--- src/hdl/spq_pkg.sv ---
// ----------------------------------------------------------------------------
// spq_pkg
// Shared constants and types for the sorted priority queue.
// ----------------------------------------------------------------------------
package spq_pkg;

  localparam int unsigned CAPACITY = 8;

  localparam logic [1:0] MODE_INSERT = 2'd0;
  localparam logic [1:0] MODE_DELETE = 2'd1;
  localparam logic [1:0] MODE_QUERY  = 2'd2;

  localparam logic [1:0] ST_DONE  = 2'd0;
  localparam logic [1:0] ST_FULL  = 2'd1;
  localparam logic [1:0] ST_EMPTY = 2'd2;

  // One slot as seen by its neighbors.
  typedef struct packed {
    logic               vld;
    logic signed [31:0] val;
  } slot_t;

  // Command broadcast to every cell.
  typedef struct packed {
    logic               ins;
    logic               del;
    logic signed [31:0] value;
  } cell_cmd_t;

endpackage

--- src/hdl/spq_cell.sv ---
// ----------------------------------------------------------------------------
// spq_cell
// One slot of the sorted chain: shifts right on insert, left on delete.
// ----------------------------------------------------------------------------
module spq_cell
  import spq_pkg::*;
(
  input  logic      clk_i,
  input  logic      rst_ni,
  input  cell_cmd_t cmd_i,
  input  slot_t     left_i,       // lower neighbor
  input  logic      take_left_i,  // lower neighbor moves on insert
  input  slot_t     right_i,      // upper neighbor
  output slot_t     slot_o,
  output logic      take_o
);

  logic               vld_q, vld_d;
  logic signed [31:0] val_q, val_d;

  // This slot is at or past the insert point.
  assign take_o = !vld_q || (val_q > cmd_i.value);

  always_comb begin
    vld_d = vld_q;
    val_d = val_q;
    if (cmd_i.ins) begin
      if (take_o && !take_left_i) begin
        vld_d = 1'b1;
        val_d = cmd_i.value;
      end else if (take_o) begin
        vld_d = left_i.vld;
        val_d = left_i.val;
      end
    end else if (cmd_i.del) begin
      vld_d = right_i.vld;
      val_d = right_i.val;
    end
  end

  always_ff @(posedge clk_i or negedge rst_ni) begin
    if (!rst_ni) begin
      vld_q <= 1'b0;
    end else begin
      vld_q <= vld_d;
    end
  end

  always_ff @(posedge clk_i) begin
    val_q <= val_d;
  end

  assign slot_o.vld = vld_q;
  assign slot_o.val = val_q;

endmodule

--- src/hdl/sorted_priority_queue.sv ---
// ----------------------------------------------------------------------------
// sorted_priority_queue
// Ascending priority queue kept as a chain of sorted slot cells.
// ----------------------------------------------------------------------------
// The result strobe done_o rises in the cycle after start is taken.
// Throughput: one request per cycle; busy stays low, every cell compares
//   against the broadcast value and shifts in the same cycle.
// Reset: all slot valid bits and the result strobe clear; the queue is empty.
// The receiver cannot stall: each result is shown for exactly one cycle.
module sorted_priority_queue
  import spq_pkg::*;
(
  input  logic               clk_i,
  input  logic               rst_ni,
  input  logic               start,
  output logic               busy,
  input  logic [1:0]         mode_i,
  input  logic signed [31:0] value_i,
  output logic               done_o,
  output logic [1:0]         status_o,
  output logic signed [31:0] removed_value_o,
  output logic               is_empty_o
);

  slot_t                slot   [CAPACITY];
  slot_t                right  [CAPACITY];
  logic  [CAPACITY-1:0] take;
  logic  [CAPACITY-1:0] vld_vec;
  cell_cmd_t            cmd;
  logic                 req;
  logic                 is_ins, is_del;
  logic                 empty, full;

  // Result registers
  logic               done_q;
  logic [1:0]         status_q, status_d;
  logic signed [31:0] removed_q, removed_d;
  logic               is_empty_q, is_empty_d;

  // Every request is taken as it comes.
  assign busy = 1'b0;
  assign req  = start && !busy;

  assign empty  = !slot[0].vld;
  assign full   = slot[CAPACITY-1].vld;
  assign is_ins = req && (mode_i == MODE_INSERT);
  assign is_del = req && (mode_i == MODE_DELETE);

  // Full insert and empty delete leave the chain alone.
  assign cmd.ins   = is_ins && !full;
  assign cmd.del   = is_del && !empty;
  assign cmd.value = value_i;

  for (genvar i = 0; i < CAPACITY; i++) begin : g_cell
    slot_t left_s;
    logic  take_left_s;

    if (i == 0) begin : g_head
      assign left_s      = '0;
      assign take_left_s = 1'b0;
    end else begin : g_body
      assign left_s      = slot[i-1];
      assign take_left_s = take[i-1];
    end

    if (i == CAPACITY - 1) begin : g_tail
      assign right[i] = '0;
    end else begin : g_link
      assign right[i] = slot[i+1];
    end

    assign vld_vec[i] = slot[i].vld;

    spq_cell u_cell (
      .clk_i       (clk_i),
      .rst_ni      (rst_ni),
      .cmd_i       (cmd),
      .left_i      (left_s),
      .take_left_i (take_left_s),
      .right_i     (right[i]),
      .slot_o      (slot[i]),
      .take_o      (take[i])
    );
  end

  // Result for this request, computed from the chain before it moves.
  always_comb begin
    status_d   = ST_DONE;
    removed_d  = '0;
    is_empty_d = empty;
    if (is_ins) begin
      if (full) begin
        status_d = ST_FULL;
      end else begin
        is_empty_d = 1'b0;
      end
    end else if (is_del) begin
      if (empty) begin
        status_d = ST_EMPTY;
      end else begin
        removed_d  = slot[0].val;
        is_empty_d = !right[0].vld;  // second slot empty -> nothing left
      end
    end
  end

  always_ff @(posedge clk_i or negedge rst_ni) begin
    if (!rst_ni) begin
      done_q <= 1'b0;
    end else begin
      done_q <= req;
    end
  end

  always_ff @(posedge clk_i) begin
    if (req) begin
      status_q   <= status_d;
      removed_q  <= removed_d;
      is_empty_q <= is_empty_d;
    end
  end

  assign done_o          = done_q;
  assign status_o        = status_q;
  assign removed_value_o = removed_q;
  assign is_empty_o      = is_empty_q;

  // Assertions
  a_done_follows_req : assert property (@(posedge clk_i) disable iff (!rst_ni)
    req |=> done_o) else $error("request without result strobe");

  a_vld_contiguous : assert property (@(posedge clk_i) disable iff (!rst_ni)
    ((vld_vec + 1'b1) & vld_vec) == '0) else $error("slot valid bits not packed");

  a_full_not_empty : assert property (@(posedge clk_i) disable iff (!rst_ni)
    (done_o && status_o == ST_FULL) |-> !is_empty_o)
    else $error("full status with empty flag");

  a_empty_flag : assert property (@(posedge clk_i) disable iff (!rst_ni)
    (done_o && status_o == ST_EMPTY) |-> (is_empty_o && removed_value_o == '0))
    else $error("empty delete result inconsistent");

  a_empty_matches : assert property (@(posedge clk_i) disable iff (!rst_ni)
    done_o |-> (is_empty_o == !slot[0].vld))
    else $error("empty flag disagrees with chain");

endmodule
--- config.mk ---
export PLATFORM = sky130hd
export DESIGN_NAME = sorted_priority_queue
export DESIGN_NICKNAME = d
export VERILOG_FILES = /design/src/hdl/spq_pkg.sv /design/src/hdl/spq_cell.sv /design/src/hdl/sorted_priority_queue.sv
export SDC_FILE = /design/constraint.sdc
export NUM_CORES = 1
export LEC_CHECK = 0
export ABC_CLOCK_PERIOD_IN_PS = 5870
export BUFFER_PORTS_ARGS = -buffer_cell sky130_fd_sc_hd__buf_2
export CELL_PAD_IN_SITES_DETAIL_PLACEMENT = 1
export CELL_PAD_IN_SITES_GLOBAL_PLACEMENT = 1
export CORE_MARGIN = 2
export CORE_UTILIZATION = 50
export CTS_CLUSTER_SIZE = 8
export DETAILED_ROUTE_END_ITERATION = 7
export PLACE_DENSITY = 0.8
export SKIP_CTS_REPAIR_TIMING = 1
export SLEW_MARGIN = 20
export SYNTH_ARGS = -nofsm -noshare
export SYNTH_HDL_FRONTEND = slang
export SYNTH_SLANG_ARGS = --single-unit
--- constraint.sdc ---
create_clock -name clk_i -period 5.87 [get_ports clk_i]
set_input_delay 0.587 -clock clk_i [delete_from_list [all_inputs] [get_ports clk_i]]
set_output_delay 0.587 -clock clk_i [all_outputs]
set_load 0.02 [all_outputs]
==> Word-level counts from Yosys, hierarchy flattened <==
Cells that the tools add are included.
{ "totals": {"ff_bits": 300, "output_inout_bits": 37, "inputBits": 37, "word_cells": 154} }
{ "op_classes": {"magnitude_cmp": 8, "mux": 70, "bitwise_logic": 2, "n_eq_ne": 9, "n_reduce_logical": 45} }
{ "op_table": {"columns": ["op", "n"], "rows": [
  ["32-bit two-way mux", 31],
  ["32-bit greater-than comparator", 8],
  ["1-bit two-way mux", 36],
  ["3-bit by 1-bit inequality test with 1-bit output (second input constant)", 7],
  ["2-bit AND reduction", 8],
  ["1-bit logical NOT", 15],
  ["1-bit logical AND", 11],
  ["1-bit logical OR", 8],
  ["2-bit two-way mux", 3],
  ["3-bit OR reduction", 1],
  ["2-bit by 1-bit equality test with 1-bit output (second input constant)", 1],
  ["2-bit logical NOT", 1],
  ["2-bit by 1-bit inequality test with 1-bit output (second input constant)", 1],
  ["1-bit NOT", 2],
  ["2-bit nonzero test", 1]
]} }

==> Logic depth before layout (Yosys ltp) <==
Gate-level depths: netlist of run 1.
{ "logic_depth": {"ltp_word": 6, "mapped_depth": 12, "ltp_nobuf": 10} }

==> Hierarchy <==
A second synthesis of run 1 with hierarchy kept.
{ "unflattened": {"cells_unflattened": 3346, "area_unflattened_um2": 29041.6} }
{ "by_module_without_submodules": {"columns": ["module", "seq_area_each_um2", "area_per_inst_um2", "instances", "cells_per_inst"], "rows": [
  ["spq_cell", 985.9, 3454.6, 8, 408],
  ["sorted_priority_queue", 1076.0, 1405.1, 1, 82]
]} }

==> Least setup slack after synthesis of run 1 <==
No wires, ideal clock.
{ "synth_timing": {"kind": "input-to-reg", "startpoint": "input value_i[31]", "endpoint": "register g_cell[1].u_cell.val_q[0] (enable)", "path_stages": 11, "setup_ns": 0.466, "path_buffers": 2, "required_ns": 5.404, "arrival_time_ns": 4.695, "path_slack_ns": 0.709, "path_cell_list": "inv_1 ha_1 nand4_1 nor2_1 a221oi_1 o211ai_1 and3b_1 a211o_1 buf_2 buf_2 o21ai_0"} }
{ "synth_between": {"elab_chain_cells": 6, "word_cells_on_any_way": 8, "cone_classes": "2 x order compare; 1 x eq/ne; 5 x reduce/logical"} }
{ "synth_rtl": {"columns": ["item", "line", "source"], "rows": [
  ["from (decl)", "sorted_priority_queue.sv:18", "input logic signed [31:0] value_i,"],
  ["32-bit greater-than comparator", "spq_cell.sv:22", "assign take_o = !vld_q || (val_q > cmd_i.value);"],
  ["1-bit logical OR", "spq_cell.sv:22", null],
  ["1-bit logical NOT", "spq_cell.sv:28", "if (take_o && !take_left_i) begin"],
  ["1-bit logical AND", "spq_cell.sv:28", null],
  ["3-bit by 1-bit inequality test with 1-bit output (no source line) (*)", null, null],
  ["2-bit AND reduction (no source line) (*)", null, null],
  ["to (signal assigned)", "spq_cell.sv:50", "val_q <= val_d;"],
  ["to (decl)", "spq_cell.sv:19", "logic signed [31:0] val_q, val_d;"]
]} }
Mark *: on every way between the ends. The rest lies on a longest branch, timed or not.
A chain may end at the register's enable or synchronous reset.

==> Final worst setup path of run 1 <==
{ "layout_timing": {"startpoint": "register g_cell[5].u_cell.val_q[31]", "endpoint": "register g_cell[6].u_cell.val_q[5] (data pin)"} }
{ "layout_between": {"elab_chain_cells": 6} }
{ "layout_rtl": {"columns": ["item", "line", "source"], "rows": [
  ["from (decl)", "spq_cell.sv:19", null],
  ["from (signal assigned)", "spq_cell.sv:50", null],
  ["32-bit greater-than comparator", "spq_cell.sv:22", null],
  ["1-bit logical OR", "spq_cell.sv:22", null],
  ["1-bit logical NOT", "spq_cell.sv:28", null],
  ["1-bit logical AND", "spq_cell.sv:28", null],
  ["32-bit two-way mux", "spq_cell.sv:28", null],
  ["32-bit two-way mux", "spq_cell.sv:27", "if (cmd_i.ins) begin"],
  ["via g_cell[6].u_cell.val_d[5]", "spq_cell.sv:19", null],
  ["to (signal assigned)", "spq_cell.sv:50", null],
  ["to (decl)", "spq_cell.sv:19", null]
]} }
The timed path passes the listed nets, and every way through them passes these cells.

==> impl_metrics.ini, run 1 <==
[status]
status = completed

[synth]
synth_cell_types = 60
synth.avg_cell_area_um2 = 10.0
netlist_area_mm2 = 0.0199
ys_warn_count = 0
syn_nets = 2244
async_flop_share = 0.0300
ys_ff_latch = 300
synthCells = 1983
ys.flop_type = edfxtp_1
synth_enable_flop_cells = 291
seq_area_frac_synth = 0.450

[clock_tree]
clockBufferDepth = 3
clkSinkCount = 300
cts_tree = done
cts_buffers = 43
htreeDepth = 2
clkLatencyLatePin_ns = 0.58
clkTransAtPathRegs_ns = 0.05
cts_root_buf = clkbuf_16

[layout]
syn2layout_area_growth_pct = 10.3
most-common-layout-cells = edfxtp_1 (291), nand3_1 (279), nand2_1 (231), ha_1 (224), o211ai_1 (142)
drive_gt1_frac = 0.0906
stdcell_area_mm2 = 0.0220
nets = 2270
n_antenna_cell = 0
final_common_cell = edfxtp_1

[worst_hold_path]
hold_path.class = in -> reg

[sta]
rsz0062_at_grt = no
slew_headroom = 0.318
setup_violations = 0
skew_ns = 0.0198
fin_setup_tns_ns = 0
drv_slew = 0
tightest_slew_ns = 1.02
min_period_over_period = 0.677
period_needed_ns = 3.97
fmax_mhz = 252
final_hold_viol_count = 0

[floorplan]
pin_count = 74
rows = 73
die_w_um = 204
die_area_mm2 = 0.0415
design.core.area_mm2 = 0.0395
initial_utilization = 0.504
fp.dieH_um = 204

[place]
place_congestion = 0.878
io_buffer_count = 72
place_hpwl_mm = 45.9
place_area_mm2 = 0.0207

[setup_path]
crit_arrival_ns = 4.26
r2r-end = g_cell[6].u_cell.val_q[5]
critPathRequiredTime_ns = 6.16
cpPeakStageDelay_ns = 0.56
r2r_cells = 10
end_kind = flip-flop
cp-start-kind = flip-flop
r2r_start = g_cell[5].u_cell.val_q[31]
worstPathMaxFanout = 32
cp_cell_sequence = ha_1 -> nand4_2 -> nor2_1 -> a221oi_1 -> o311ai_1 -> o31ai_2 -> nor3b_4 -> buf_4 -> mux2i_1 -> a21oi_1
crit_path_start = g_cell[5].u_cell.val_q[31]
endpoint = g_cell[6].u_cell.val_q[5]
crit_slowest_cell = a221oi_1
worstSetupPathType = reg -> reg
r2r_setup_slack_ns = 1.90

[route]
routed_wl_mm = 64.2
drtPass1Iterations = 5
drt-initial-drc-count = 1238
drc = 0
postRouteAntennaNets = 0
routedWlPerCell_um = 25.0
vias = 16600
vias_per_cell = 6.46

[job]
max_cap_violations = 0

[global_route]
antenna_found_initial = 0
overflow = 0
grt_pass1_vias = 17900
grt_max_degree = 115
grt_pass1_wl_mm = 101
grt_usage = 0.313

[pwr]
p_per_area_mw_per_mm2 = 336
irDropWorstVdd_v = 0.000257
leakagePower_nw = 9.10
==> through the flow <==
stage	util	hold WS (ns)	worst slack, ns	std cells	power (mW)
6_report	0.556	0.357	1.90	2568	7.38
5_1_grt	0.556	0.388	1.70	2568	7.70
4_1_cts	0.555	-0.127	2.05	2566	7.38
3_5_place_dp	0.523	0.480	1.51	2487	4.94
3_3_place_gp	0.523	0.476	1.69	2487	4.82
2_1_floorplan	-	0.291	0.709	1983	4.32
==> cell type report <==
type / count / area (um2)
Clock inverter: 1 / 30.0
Multi-Input combinational cell: 1509 / 10200
Clock buffer: 78 / 1250
Sequential cell: 300 / 8960
Timing Repair Buffer: 106 / 638
Inverter: 49 / 184
Tap cell: 525 / 657
Fill cell: 4399 / 17600
==> cells by family after synthesis <==
logic type               after synthesis  synth area share
other                                  1          0.000188
adder cells (fa/ha/maj)              224             0.141
multiplexers                          96            0.0482
AND/OR/NAND/NOR                      765             0.181
AO/OA/AOI/OAI                        423             0.139
flip-flops                           300             0.450
buffers and inverters                174            0.0405
==> per-layer routing <==
| metal | vias up | track usage | share of wire |
|---|---|---|---|
| met5 | - | 0 | 0 |
| met4 | 0 | 0.136 | 0.039 |
| met3 | 167 | 0.0368 | 0.039 |
| met2 | 476 | 0.585 | 0.54 |
| met1 | 8342 | 0.357 | 0.39 |
| li1 | 7594 | - | - |
==> cells in the mapped netlist, types with 2 or more instances <==
library cell | number | area share
a2111oi_0 | 2 | 0.00088
a211o_1 | 5 | 0.0022
a211oi_1 | 9 | 0.0034
a211oi_2 | 6 | 0.0038
a21o_1 | 38 | 0.014
a21oi_1 | 124 | 0.031
a221o_1 | 4 | 0.0020
a221oi_1 | 7 | 0.0031
a31oi_1 | 4 | 0.0013
a32o_1 | 2 | 0.0010
and2_1 | 33 | 0.010
and3_1 | 6 | 0.0019
and3b_1 | 3 | 0.0013
buf_1 | 3 | 0.00057
buf_12 | 3 | 0.0030
buf_2 | 21 | 0.0053
buf_4 | 11 | 0.0041
buf_6 | 5 | 0.0028
clkbuf_1 | 82 | 0.015
dfrtp_1 | 9 | 0.011
edfxtp_1 | 291 | 0.44
ha_1 | 224 | 0.14
inv_1 | 49 | 0.0092
mux2i_1 | 96 | 0.048
nand2_1 | 231 | 0.044
nand3_1 | 279 | 0.070
nand3b_1 | 5 | 0.0019
nand4_1 | 44 | 0.014
nor2_1 | 120 | 0.023
nor2b_1 | 6 | 0.0019
nor3_1 | 10 | 0.0025
nor4_1 | 9 | 0.0028
nor4_2 | 4 | 0.0025
o211ai_1 | 142 | 0.054
o21a_1 | 2 | 0.00075
o21ai_0 | 25 | 0.0063
o21ai_1 | 42 | 0.011
o21bai_1 | 2 | 0.00075
or3_1 | 4 | 0.0013
==> worst min-delay path by stage <==
stage / startpoint / end / cells after the start
after floorplan: rst_ni / done_o / 0
after global placement: rst_ni / done_o / 1
after detailed placement: rst_ni / g_cell[0].u_cell.vld_q / 1
after CTS: rst_ni / g_cell[3].u_cell.vld_q / 1
after global routing: mode_i[0] / g_cell[0].u_cell.vld_q / 2
final: mode_i[0] / g_cell[0].u_cell.vld_q / 2
==> state kept, by name, summed over array words and instances (netlist names) <==
signal and count:
g_cell.u_cell.val_q 256, is_empty_o 1, g_cell.u_cell.vld_q 8, removed_value_o 32, status_o 2, done_o 1
==> critical path, delay by kind of cell (launching register included) <==
kind,cells,cell delay [ns]
and+or+nand+nor,3,0.49
muxes,1,0.40
adders and majority gates,1,0.41
AOI/OAI and AO/OA,4,1.37
buffers and inverters,1,0.53
DFF,1,0.47
==> report_power, final <==
| part | leakage (nW) | internal (mW) | switching, mW | total (mW) |
|---|---|---|---|---|
| clock | 0.608 | 1.47 | 0.966 | 2.43 |
| combinational | 5.65 | 0.637 | 1.40 | 2.03 |
| sequential | 2.84 | 2.67 | 0.241 | 2.91 |
| total | 9.10 | 4.78 | 2.60 | 7.38 |
Power figures use the tool's default switching activity.
==> inputs of run 2 (changes only) <==
Settings changed: ABC_CLOCK_PERIOD_IN_PS 5870 to 3300, CORE_UTILIZATION 50 to 45, PLACE_DENSITY 0.8 to 0.76.
Clock period 5.87 ns to 3.3 ns, I/O delays scaled along.
==> run 2 against run 1 <==
Against the previous run:
- sequential share of layout area is 3.5 points lower
- highest routed layer unchanged
- register-to-register slack worse by 1.8 ns
- clock skew increased by 0.010 ns
- setup slack got worse by 1.8 ns
- global-route usage decreased by 1.8 points
- power grew 86%
- first-iteration DRC count shrank 10%
- largest cell class unchanged
- sequential cell count did not move
- critical endpoint is now g_cell[6].u_cell.val_q[7]
- final area increased by 9.3%
- fmax up 22%
- count of clock-buffer cells in the layout down 18
- hold slack got worse by 0.25 ns
==> impl_metrics.ini, run 2 (synthesis gave the netlist of run 1 again) <==
[layout]
n_antenna_cell = 0
seq_area_mm2 = 0.00896
final_cells = 2803
fillCellCount = 4838
largest_reg_flops = 256
regMostFlops = g_cell.u_cell.val_q
most-common-layout-cells = edfxtp_1 (291), nand3_1 (279), nand2_1 (230), ha_1 (220), buf_4 (173)
multi_input_area_mm2 = 0.0104
final_common_cell = edfxtp_1
drive_gt1_frac = 0.173
syn2layout_area_growth_pct = 20.5
nets = 2455
stdcell_area_mm2 = 0.0240
fin_util = 0.546

[floorplan]
design.core.area_mm2 = 0.0439
fp.dieH_um = 214
pin_count = 74
die_w_um = 214
die_area_mm2 = 0.0460
initial_utilization = 0.453
rows = 77

[sta]
skew_ns = 0.0298
drv_slew = 0
setup_violations = 0
tightest_slew_ns = 0.633
period_needed_ns = 3.25
fmax_mhz = 307
slew_headroom = 0.574
fin_setup_tns_ns = 0
min_period_over_period = 0.986
timing.hold.ws_ns = 0.105
fin_ws_ns = 0.0475
final_hold_viol_count = 0

[worst_hold_path]
min-delay-start = mode_i[0]
hold_path.class = in -> reg

[clock_tree]
clkTransAtPathRegs_ns = 0.05
cts_buffers = 43
cts_root_buf = clkbuf_16
clkSinkCount = 300
htreeDepth = 2
clockBufferDepth = 3
clkLatencyLatePin_ns = 0.58
cts_tree = done

[pwr]
finalPower_mw = 13.7
p_int_mw = 8.90
irDropWorstVdd_v = 0.000332
switching_power_mw = 4.84
leakagePower_nw = 10.1
power.share.clock = 0.296
p_per_area_mw_per_mm2 = 573
seqPwrFrac = 0.375
pwr-share-comb = 0.329
sw_frac_of_total = 0.352

[route]
vias = 17400
routedWlPerCell_um = 24.6
vias_per_cell = 6.20
postRouteAntennaNets = 0
drt-initial-drc-count = 1113
routed_wl_mm = 69.0
drc = 0
drtPass1Iterations = 5

[global_route]
grt_usage = 0.294
overflow = 0
use_met2 = 0.537
antenna_found_initial = 0
use_met1 = 0.342
grt_pass1_vias = 18700
grt_pass1_wl_mm = 106
grt_use_met3 = 0.0304
grt_max_degree = 89
grt.busiest_layer = met2

[place]
io_buffer_count = 72
place_hpwl_mm = 50.2
place_ws_ns = -0.225
place_congestion = 0.930
dp_cells = 2715
place_area_mm2 = 0.0225

[setup_path]
crit_arrival_ns = 3.56
r2r_start = g_cell[5].u_cell.val_q[27]
critPathRequiredTime_ns = 3.60
worstSetupPathType = reg -> reg
crit_path_start = g_cell[5].u_cell.val_q[27]
worstPathMaxFanout = 12
end_kind = flip-flop
cp-start-kind = flip-flop

[status]
status = completed

[job]
max_cap_violations = 0
## run 2: per-layer routing
| metal | wire length [um] | vias to the layer above |
|---|---|---|
| met3 | 2540 | 189 |
| met5 | 0 | - |
| met4 | 3430 | 0 |
| met2 | 36100 | 452 |
| met1 | 26900 | 8775 |
| li1 | - | 7951 |
## run 2: area by class of cell
type	instances	share of cell area
Tap cell	592	0.0309
Clock inverter	2	0.000521
Inverter	49	0.00766
Clock buffer	60	0.0475
Multi-Input combinational cell	1509	0.434
Sequential cell	300	0.373
Timing Repair Buffer	291	0.107
## run 2: worst paths after layout
check,cells past startpoint,slack (ns),endpoint
setup / recovery,11,0.05,g_cell[6].u_cell.val_q[7]
hold / removal,2,0.10,g_cell[0].u_cell.vld_q
setup reg to reg,11,0.05,g_cell[6].u_cell.val_q[7]
hold reg to reg,2,0.58,g_cell[6].u_cell.val_q[3]
max in group asynchronous,2,2.86,g_cell[7].u_cell.vld_q
min in group asynchronous,2,0.19,g_cell[0].u_cell.vld_q
## run 2: critical path, cell delays in order (launching register included)
cell and delay (ns):
edfxtp_1 0.43, ha_1 0.33, nand4_1 0.21, nor2_1 0.11, a221oi_2 0.38, o311ai_2 0.17, o31ai_2 0.37, nor3b_4 0.25
buf_4 0.17, buf_12 0.19, mux2i_2 0.25, a21oi_1 0.10
## run 2: power by group through the flow
stage          Sequential (mW)  Clock [mW]  Combinational (mW)
6_report                  5.16        4.06                4.52
5_1_grt                   5.19        4.27                4.89
4_1_cts                   5.16        4.13                4.32
3_5_place_dp              5.23           0                4.27
3_3_place_gp              5.22           0                4.05
2_1_floorplan             5.06           0                2.64
==> inputs of run 3 (changes only) <==
Settings changed: ABC_CLOCK_PERIOD_IN_PS 3300 to 3400, CORE_UTILIZATION 45 to 52, CTS_BUF_LIST from default to sky130_fd_sc_hd__clkbuf_4, PLACE_DENSITY 0.76 to 0.83.
Clock period 3.3 ns to 3.4 ns, I/O delays scaled along.
==> run 3 against run 2 <==
Against the previous run:
- the flow now finishes with violations (negative hold slack, negative setup slack)
- register-to-register slack about the same
- critical path depth grew 5
- clock power is 7.9% lower
- die area shrank 13%
- sequential cell count is the same
- setup slack worse by 0.091 ns
- clock skew rose by 0.0025 ns
- count of clock-buffer cells in the layout up 70
- wire length rose by 1.2%
- cell count is 0.50% lower
- largest cell class unchanged
- highest routed layer unchanged
==> impl_metrics.ini, run 3 (synthesis gave the netlist of run 1 again) <==
[route]
vias = 18000
routedWlPerCell_um = 25.0
routed_wl_mm = 69.8
drc = 0
postRouteAntennaNets = 0
drtPass1Iterations = 5
vias_per_cell = 6.44
drt-initial-drc-count = 1365

[sta]
final_hold_viol_count = 2
drv_slew = 0
rsz0062_at_grt = yes
skew_ns = 0.0323
tightest_slew_ns = 0.723
fin_ws_ns = -0.0439
setup_violations = 2
fmax_mhz = 290
min_period_over_period = 1.01
timing.hold.ws_ns = -0.00372
slew_headroom = 0.514
period_needed_ns = 3.44

[global_route]
antenna_found_initial = 1
grt_usage = 0.345
grt_pass1_vias = 19100
grt_max_degree = 102
grt_pass1_wl_mm = 105
overflow = 0

[clock_tree]
clockBufferDepth = 3
htreeDepth = 3
cts_tree = done
cts_root_buf = clkbuf_4
cts_buffers = 88
clkSinkCount = 300
clkTransAtPathRegs_ns = 0.07
clkLatencyLatePin_ns = 0.82

[setup_path]
cp-start-kind = input pin
crit_path_start = value_i[25]
crit_arrival_ns = 3.97
worstSetupPathType = in -> reg
cp_common_cell = buf_4
worstPathMaxFanout = 12
cp_cell_sequence = dlygate4sd3_1 -> buf_2 -> inv_1 -> buf_4 -> ha_1 -> nand4_1 -> nor4_4 -> buf_4 -> a221oi_4 -> o311ai_4 -> o31ai_4 -> nor3b_4 -> buf_4 -> buf_12 -> mux2i_1 -> a21oi_1
r2r_start = g_cell[5].u_cell.val_q[26]
crit_slowest_cell = dlygate4sd3_1
end_kind = flip-flop
cpPeakStageDelay_ns = 0.54
critPathRequiredTime_ns = 3.93
path_buf_inv = 7
crit_family = buffers and inverters

[pwr]
pwr-share-comb = 0.325
finalPower_mw = 13.0
switching_power_mw = 4.82
p_per_area_mw_per_mm2 = 550
power.share.clock = 0.288
seqPwrFrac = 0.387
irDropWorstVdd_v = 0.000300
p_int_mw = 8.14
leakagePower_nw = 10.1
sw_frac_of_total = 0.372

[floorplan]
design.core.area_mm2 = 0.0377
pin_count = 74
initial_utilization = 0.529
die_w_um = 200
die_area_mm2 = 0.0399
rows = 71
fp.dieH_um = 200

[layout]
regMostFlops = g_cell.u_cell.val_q
most-common-layout-cells = edfxtp_1 (291), nand3_1 (279), nand2_1 (231), ha_1 (221), o211ai_1 (142)
fin_util = 0.626
nets = 2466
stdcell_area_mm2 = 0.0236
syn2layout_area_growth_pct = 18.3
drive_gt1_frac = 0.180
final_common_cell = edfxtp_1
fillCellCount = 4215
largest_reg_flops = 256

[place]
place_ws_ns = -0.395
place_area_mm2 = 0.0219
io_buffer_count = 72
place_congestion = 0.938
place_hpwl_mm = 49.4

[worst_hold_path]
min-delay-start = value_i[31]
hold_path.class = in -> reg

[job]
max_cap_violations = 0

[status]
failed_checks = negative hold slack, negative setup slack
status = finished with violations
-- run 3: cell types whose count changed in the layout (fill, tap and decap cells not counted), sizes merged --
cell,delta
clkinvlp,+1
bufinv,+3
clkinv,+25
diode,+2
dlygate4sd3,+26
buf,-59
clkbuf,+69
-- run 3: through the flow --
| stage | hold WS, ns | std cells | TNS [ns] |
|---|---|---|---|
| after floorplan | 0.0444 | 1983 | 0 |
| after global placement | 0.226 | 2586 | -7.73 |
| after detailed placement | 0.230 | 2586 | -44.80 |
| after CTS | -0.670 | 2747 | -0.270 |
| after global routing | -0.00168 | 2788 | -1.45 |
| final | -0.00372 | 2789 | -0.0473 |
-- run 3: layout make-up --
type | instances | area, um2 | area share
Antenna cell | 2 | 5.00 | 0.000212
Clock buffer | 130 | 976 | 0.0414
Clock inverter | 31 | 201 | 0.00855
Inverter | 49 | 184 | 0.00780
Multi-Input combinational cell | 1509 | 10400 | 0.440
Sequential cell | 300 | 8960 | 0.380
Tap cell | 511 | 639 | 0.0271
Timing Repair Buffer | 257 | 2220 | 0.0942
-- run 3: path summary, 6_finish.rpt --
kind / endpoint / slack [ns] / depth (start not counted)
min in group asynchronous: g_cell[1].u_cell.vld_q / 0.60 / 3
worst max-delay path: g_cell[6].u_cell.val_q[27] / -0.04 / 16
worst max register to register: g_cell[6].u_cell.val_q[27] / 0.05 / 12
worst min register to register: g_cell[6].u_cell.val_q[25] / 0.57 / 2
max in group asynchronous: g_cell[4].u_cell.vld_q / 2.39 / 3
worst min-delay path: g_cell[6].u_cell.val_q[31] / -0.004 / 3
-- run 3: layer usage --
metal / share of wire / vias to the layer above / track usage
li1: - / 8045 / -
met1: 0.37 / 8867 / 0.383
met2: 0.51 / 773 / 0.616
met3: 0.050 / 284 / 0.0554
met4: 0.061 / 0 / 0.218
met5: 0 / - / 0
-- run 3: worst min-delay path: stages --
cell and delay (ns):
buf_2 0.13, mux2i_2 0.08, a21oi_1 0.14
-- run 3: power groups by stage --
stage               combinational, mW  clock (mW)  sequential [mW]
floorplan                        2.56           0             4.91
global placement                 3.66           0             5.07
detailed placement               3.92           0             5.08
CTS                              3.96        3.79             5.01
global route                     4.52        3.99             5.05
finish                           4.21        3.74             5.02
